### config.mk
export PLATFORM = sky130hd
export DESIGN_NAME = tfpf_ctrl
export DESIGN_NICKNAME = d
export VERILOG_FILES = /design/src/hdl/trajectory_follower_pid_ff_assert.svh /design/src/hdl/tfpf_pkg.sv /design/src/hdl/tfpf_ctrl.sv
export SDC_FILE = /design/constraint.sdc
export NUM_CORES = 1
export LEC_CHECK = 0
export BUFFER_PORTS_ARGS = -buffer_cell sky130_fd_sc_hd__buf_4
export CORE_MARGIN = 3
export CORE_UTILIZATION = 30
export CTS_BUF_LIST = sky130_fd_sc_hd__clkbuf_16
export DETAILED_ROUTE_END_ITERATION = 10
export PLACE_DENSITY = 0.45
export SLEW_MARGIN = 20
export SYNTH_ARGS = -nofsm -noshare
export SYNTH_HDL_FRONTEND = slang
export SYNTH_SLANG_ARGS = --single-unit
### constraint.sdc
create_clock -name clk -period 3.36 [get_ports clk]
set_input_delay 0.672 -clock clk [delete_from_list [all_inputs] [get_ports clk]]
set_output_delay 0.672 -clock clk [all_outputs]
set_load 0.02 [all_outputs]
### src/hdl/trajectory_follower_pid_ff_assert.svh
// assertion macros for the trajectory follower
// expects clk and rst in the scope of the including module
`ifndef TRAJECTORY_FOLLOWER_PID_FF_ASSERT_SVH
`define TRAJECTORY_FOLLOWER_PID_FF_ASSERT_SVH

// same-cycle implication
`define TFPF_ASSERT_NOW(name, ante, cons) \
  name: assert property (@(posedge clk) disable iff (rst) (ante) |-> (cons)) \
    else $error("trajectory follower assertion failed");

// next-cycle implication
`define TFPF_ASSERT_NEXT(name, ante, cons) \
  name: assert property (@(posedge clk) disable iff (rst) (ante) |=> (cons)) \
    else $error("trajectory follower assertion failed");

`endif

### src/hdl/tfpf_pkg.sv
// shared types, codes and helpers for the trajectory follower
// no dependencies
package tfpf_pkg;

  localparam int DW     = 32;
  localparam int ACC_W  = 52;
  localparam int PROD_W = 66;
  localparam int DIV_W  = 49;
  localparam int DIV_CW = 6;

  // segment memory depth, matches the 10-bit load index
  localparam int MAX_SEGMENTS = 1024;

  localparam logic signed [ACC_W-1:0] SAT_HI = ACC_W'(64'sh7FFF_FFFF);
  localparam logic signed [ACC_W-1:0] SAT_LO = -SAT_HI - ACC_W'(1);
  localparam logic signed [ACC_W-1:0] FRICTION = ACC_W'(3748);

  // action codes
  localparam logic [1:0] ACT_LOAD  = 2'd0;
  localparam logic [1:0] ACT_RESET = 2'd1;
  localparam logic [1:0] ACT_STEP  = 2'd2;

  // configuration register indexes
  localparam logic [2:0] CFG_GAIN_P   = 3'd0;
  localparam logic [2:0] CFG_GAIN_I   = 3'd1;
  localparam logic [2:0] CFG_GAIN_D   = 3'd2;
  localparam logic [2:0] CFG_GAIN_VEL = 3'd3;
  localparam logic [2:0] CFG_GAIN_ACC = 3'd4;
  localparam logic [2:0] CFG_START    = 3'd5;
  localparam logic [2:0] CFG_DPC      = 3'd6;
  localparam logic [2:0] CFG_LENGTH   = 3'd7;

  // datapath micro-operations
  typedef enum logic [4:0] {
    OP_NONE, OP_DH, OP_DL, OP_DIST, OP_ERR, OP_SUM, OP_MI, OP_T, OP_MIT,
    OP_MP, OP_MV, OP_MA, OP_ADDF, OP_DQ, OP_MD, OP_ACCD, OP_OUT, OP_FOUT
  } op_t;

  typedef struct packed {
    op_t  op;
    logic accept;
  } cmd_t;

  typedef struct packed {
    logic finished;
    logic div_done;
    logic out_free;
  } status_t;

  typedef struct packed {
    logic [31:0] position;
    logic [31:0] velocity;
    logic [31:0] accel;
    logic [30:0] period;
    logic [31:0] heading;
  } seg_t;

  // saturate a wide signed value to 32 bits
  function automatic logic signed [DW-1:0] sat32(input logic signed [ACC_W-1:0] v);
    logic signed [DW-1:0] r;
    if (v > SAT_HI) begin
      r = SAT_HI[DW-1:0];
    end else if (v < SAT_LO) begin
      r = SAT_LO[DW-1:0];
    end else begin
      r = v[DW-1:0];
    end
    return r;
  endfunction

endpackage

### src/hdl/tfpf_ctrl.sv
// step sequencer for the trajectory follower
// depends on tfpf_pkg
module tfpf_ctrl import tfpf_pkg::*; (
  input  logic       clk,
  input  logic       rst,
  input  logic       in_valid,
  input  logic [1:0] action,
  output logic       in_stall,
  input  status_t    status,
  output cmd_t       cmd
);

  typedef enum logic [18:0] {
    S_IDLE = 19'h00001, S_DH   = 19'h00002, S_DL   = 19'h00004,
    S_DIST = 19'h00008, S_ERR  = 19'h00010, S_SUM  = 19'h00020,
    S_MI   = 19'h00040, S_T    = 19'h00080, S_MIT  = 19'h00100,
    S_MP   = 19'h00200, S_MV   = 19'h00400, S_MA   = 19'h00800,
    S_ADDF = 19'h01000, S_WDIV = 19'h02000, S_DQ   = 19'h04000,
    S_MD   = 19'h08000, S_ACCD = 19'h10000, S_OUT  = 19'h20000,
    S_FOUT = 19'h40000
  } state_t;

  state_t state, state_next;
  logic   accept;

  assign accept   = in_valid && (state == S_IDLE);
  assign in_stall = state != S_IDLE;

  always_ff @(posedge clk) begin
    if (rst) begin
      state <= S_IDLE;
    end else begin
      state <= state_next;
    end
  end

  // next state and command
  always_comb begin
    state_next = state;
    cmd.accept = accept;
    cmd.op     = OP_NONE;
    case (state)
      S_IDLE: begin
        if (accept && action == ACT_STEP) begin
          state_next = status.finished ? S_FOUT : S_DH;
        end
      end
      S_DH:   begin cmd.op = OP_DH;   state_next = S_DL;   end
      S_DL:   begin cmd.op = OP_DL;   state_next = S_DIST; end
      S_DIST: begin cmd.op = OP_DIST; state_next = S_ERR;  end
      S_ERR:  begin cmd.op = OP_ERR;  state_next = S_SUM;  end
      S_SUM:  begin cmd.op = OP_SUM;  state_next = S_MI;   end
      S_MI:   begin cmd.op = OP_MI;   state_next = S_T;    end
      S_T:    begin cmd.op = OP_T;    state_next = S_MIT;  end
      S_MIT:  begin cmd.op = OP_MIT;  state_next = S_MP;   end
      S_MP:   begin cmd.op = OP_MP;   state_next = S_MV;   end
      S_MV:   begin cmd.op = OP_MV;   state_next = S_MA;   end
      S_MA:   begin cmd.op = OP_MA;   state_next = S_ADDF; end
      S_ADDF: begin cmd.op = OP_ADDF; state_next = S_WDIV; end
      S_WDIV: begin
        if (status.div_done) begin
          state_next = S_DQ;
        end
      end
      S_DQ:   begin cmd.op = OP_DQ;   state_next = S_MD;   end
      S_MD:   begin cmd.op = OP_MD;   state_next = S_ACCD; end
      S_ACCD: begin cmd.op = OP_ACCD; state_next = S_OUT;  end
      S_OUT: begin
        if (status.out_free) begin
          cmd.op     = OP_OUT;
          state_next = S_IDLE;
        end
      end
      S_FOUT: begin
        if (status.out_free) begin
          cmd.op     = OP_FOUT;
          state_next = S_IDLE;
        end
      end
      default: state_next = S_IDLE;
    endcase
  end

endmodule

==> Yosys cells after proc, flatten, opt, wreduce, memory -nomap -nowiden <==
Cells that the tools add are included.
{ "classes": {"n_addsub": 0, "n_mul": 0, "n_div": 0, "magnitude_cmp": 0, "n_eq_ne": 24, "shifts": 0, "n_mux": 8, "bitwise": 0, "reduce_logical": 4} }
{ "ops": {"columns": ["cell", "n"], "rows": [
  ["19-bit case mux with 18 select lines", 1],
  ["5-bit case mux with 17 select lines", 1],
  ["19-bit two-way mux", 4],
  ["19-bit by 1-bit == test with 1-bit output, second input constant", 1],
  ["19-bit by 10-bit == test with 1-bit output, second input constant", 1],
  ["19-bit by 11-bit == test with 1-bit output, second input constant", 1],
  ["19-bit by 12-bit == test with 1-bit output, second input constant", 1],
  ["19-bit by 13-bit == test with 1-bit output, second input constant", 1],
  ["19-bit by 14-bit == test with 1-bit output, second input constant", 1],
  ["19-bit by 15-bit == test with 1-bit output, second input constant", 1],
  ["19-bit by 16-bit == test with 1-bit output, second input constant", 1],
  ["19-bit by 17-bit == test with 1-bit output, second input constant", 1],
  ["19-bit by 18-bit == test with 1-bit output, second input constant", 1],
  ["19-bit == test, second input constant", 1],
  ["19-bit by 2-bit == test with 1-bit output, second input constant", 1],
  ["19-bit by 3-bit == test with 1-bit output, second input constant", 1],
  ["19-bit by 4-bit == test with 1-bit output, second input constant", 1],
  ["19-bit by 5-bit == test with 1-bit output, second input constant", 1],
  ["19-bit by 6-bit == test with 1-bit output, second input constant", 1],
  ["19-bit by 7-bit == test with 1-bit output, second input constant", 1],
  ["19-bit by 8-bit == test with 1-bit output, second input constant", 1],
  ["19-bit by 9-bit == test with 1-bit output, second input constant", 1],
  ["19-bit by 1-bit inequality test with 1-bit output, second input constant", 1],
  ["5-bit two-way mux", 2],
  ["other kinds (6)", 8]
]} }
{ "word_totals": {"ff_bits": 19, "latch_bits": 0, "ramBits": 0, "romBits": 0, "input_bits": 8, "out_inout_bits": 7, "n_memories": 0} }

==> Logic depth before layout (Yosys ltp) <==
{ "depth": {"word_depth": 5, "depth_mapped": 8, "depth_no_buf": 5} }

==> Worst setup path after synthesis <==
Ideal clock, no wire load.
{ "synth_timing": {"path_type": "register to output", "startpoint": "register state[4]", "endpoint": "output port cmd[1] in the netlist's numbering", "t_arrival_ns": 2.016, "path_slack_ns": 0.672, "path_stages_with_launch": 7, "path_buffers": 1, "path_cell_list": "dfxtp_1 > buf_6 > or4_4 > nor4_1 > nand3_1 > or3b_1 > nand4_1"} }
{ "synth_rtl": {"columns": ["element", "line_no", "text"], "rows": [
  ["start: declaration", "tfpf_ctrl.sv:23", "state_t state, state_next;"],
  ["start signal: assignment", "tfpf_ctrl.sv:33", "state <= state_next;"],
  ["end: declaration", "tfpf_ctrl.sv:10", "output cmd_t cmd"]
]} }

==> flow_metrics.tcl <==
set metrics [dict create \
    vias 1130 \
    clk_pin_slew_ns 0.06 \
    use_met2_pct 20.87 \
    p_per_area_nw_per_um2 602.2 \
    core_sq_um 3771 \
    grt_pass1_vias 1076 \
    die_h_um 69.61 \
    antenna_found_initial 0 \
    rows 22 \
    cts_hold_buf 0 \
    worstPathArrival_ns 2.45 \
    wire_per_inst_um 15.20 \
    drive_gt1_share_pct 18.75 \
    die-width_um 69.61 \
    outcome "finished clean" \
    setup_viol_count_final 0 \
    final_cell_mix "dfxtp_1, buf_4, nor2_1" \
    fin_setup_tns_ns 0 \
    dp_cells 204 \
    use_met3_pct 3.913 \
    swShare_pct 36.03 \
    p_int_mw 0.5519 \
    initial_utilization_pct 32.18 \
    stdcell_count 208 \
    hp-class "flop to flop" \
    use_met1_pct 17.54 \
    wl_um 3161 \
    max_cap_violations 0 \
    gr-max-usage-layer "met2" \
    netlist_area_sq_um 1214 \
    syn_nets 154 \
    drt_iter0_markers 76 \
    gp_congestion 0.8109 \
    comb_power_share_pct 40.7 \
    clockBufferDepth 2 \
    start_kind "flop" \
    top_regs "state x19" \
    dr.pass1.iters 4 \
    pin_count 15 \
    clk_latency_ns 0.25 \
    cts_resized 0 \
    final_nets 169 \
    critical_path_class "flop to output port" \
    grt.overflow.total 0 \
    cp-end-kind "output port" \
    seqPwrFrac_pct 30.8 \
    grtUsageTotal_pct 13.30 \
    area_growth_pct 18.04 \
    cts_tree "done" \
    htreeDepth 1 \
    ys_ff_latch 19 \
    post-cts-setup-buffer-count 0 \
    clock-sinks 19 \
    postSynthCellCount 146 \
    finalHoldViolations 0 \
    worstPathMaxFanout 7 \
    synth.avg_cell_area_sq_um 8.313 \
    largest_reg_flops 19 \
    finalCritPeriodShare_pct 92.95 \
    final_common_cell "dfxtp_1" \
    power_mw 0.8627 \
    worst_pin_slew_ns 0.6260 \
    n_antenna_cell 0 \
    ant_nets 0 \
    drc 0 \
    dieArea_sq_um 4845 \
    synth-seq-area-share_pct 31.34 \
    slew_viol_final 0 \
    max_freq_ghz 0.3202 \
    yosys_warnings 0 \
    grt_first_pass_wirelength_um 5126 \
    period_needed_ns 3.123 \
    pwr-share-clk_pct 28.5 \
    cts_buffers 3 \
    final_core_util_pct 37.99 \
    regMostFlops "state" \
    port_buffers 14 \
    switching_power_mw 0.3109 \
    synth.distinct_cells 43 \
    rsz0062_at_grt "false" \
    grt_max_degree 16 \
    irDropWorstVdd_uv 426.8 \
    max_slew_margin_pct 57.88 \
    skew_ns 0.0009557 \
    leakage_nw 0.5342 \
    hpwl_um 2438 \
    worstPathRequired_ns 2.69 \
    vias_per_cell 5.433 \
    root_buffer "clkbuf_16" \
]
## area by class of cell
class | count | area [sq um]
multi-input cells | 109 | 744.5
inverters | 11 | 41.29
clock buffers | 3 | 75.07
fillers | 366 | 2338
well taps | 48 | 60.06
clock inverters | 1 | 3.754
repair buffers | 17 | 127.6
flip-flops and latches | 19 | 380.4
## routing by layer
metal  vias to the layer above  part of all wire, %
li1                        579                    -
met5                         -                    0
met1                       510                   48
met2                        37                   45
met3                         4                  5.7
met4                         0                  1.2
## metrics by stage
stage | worst slack [ns] | instance area (sq um) | hold WS [ns]
2_1_floorplan | 0.6725 | 1214 | 0.4935
3_3_place_gp | 0.5566 | 1354 | 0.5234
3_5_place_dp | 0.5403 | 1354 | 0.5459
4_1_cts | 0.2598 | 1433 | 0.5549
5_1_grt | 0.02683 | 1433 | 0.5878
6_report | 0.2367 | 1433 | 0.5556
## final timing paths
check                                from         to  slack, ns  depth (start not counted)
worst max-delay path            state[17]     cmd[1]       0.24                          6
worst min-delay path            state[13]  state[14]       0.56                          2
worst max register to register   state[8]  state[11]       0.84                          5
worst min register to register  state[13]  state[14]       0.56                          2
## worst max-delay path: stages, from the launching register on
cell     delay, ns
dfxtp_1       0.36
or4_4         0.60
nor4_1        0.41
nand3_1       0.17
or3b_1        0.42
nand4_1       0.10
buf_4         0.14
## power by group through the flow
stage               logic [mW]  registers, mW  clock network [mW]
floorplan                0.270          0.264                   0
global placement         0.358          0.269                   0
detailed placement       0.353          0.270                   0
CTS                      0.356          0.265               0.251
global route             0.393          0.268               0.263
finish                   0.351          0.266               0.246
## synthesized netlist by cell type, drive strengths merged
cell,count,share of area (%)
or4b,2,1.6
or3b,2,1.4
o32ai,1,0.72
a2111oi,1,0.72
or2,1,0.52
or3,7,3.6
xnor2,5,3.6
nand4b,2,2.7
nand2,1,0.31
nor4,11,5.7
or4,8,5.9
clkbuf,2,0.62
a211o,1,0.72
nor4b,2,1.4
and4,1,0.72
a21o,1,0.62
o311a,1,0.82
a221o,1,0.82
xor2,2,1.4
nand2b,6,3.1
nor3b,1,0.62
nor2,13,4.0
o21ai,2,0.82
and3,4,2.1
nand4,6,3.1
a21oi,4,1.6
o21a,1,0.62
nor3,12,6.8
nand3,5,2.1
a311oi,1,0.72
buf,5,3.3
a211oi,1,0.62
dfxtp,19,31
and2,1,0.52
or2b,1,0.62
o31ai,1,0.62
inv,11,3.4
## kinds of logic (layout without fill, tap and decap cells)
| group | Yosys count | after routing | synth area share (%) |
|---|---|---|---|
| flip-flops | 19 | 19 | 31.34 |
| buffers and inverters | 18 | 32 | 7.320 |
| AND/OR/NAND/NOR | 86 | 86 | 46.81 |
| XOR/XNOR | 7 | 7 | 5.052 |
| AO/OA/AOI/OAI | 16 | 16 | 9.486 |
No activity file was read; power rests on OpenSTA's default activity.
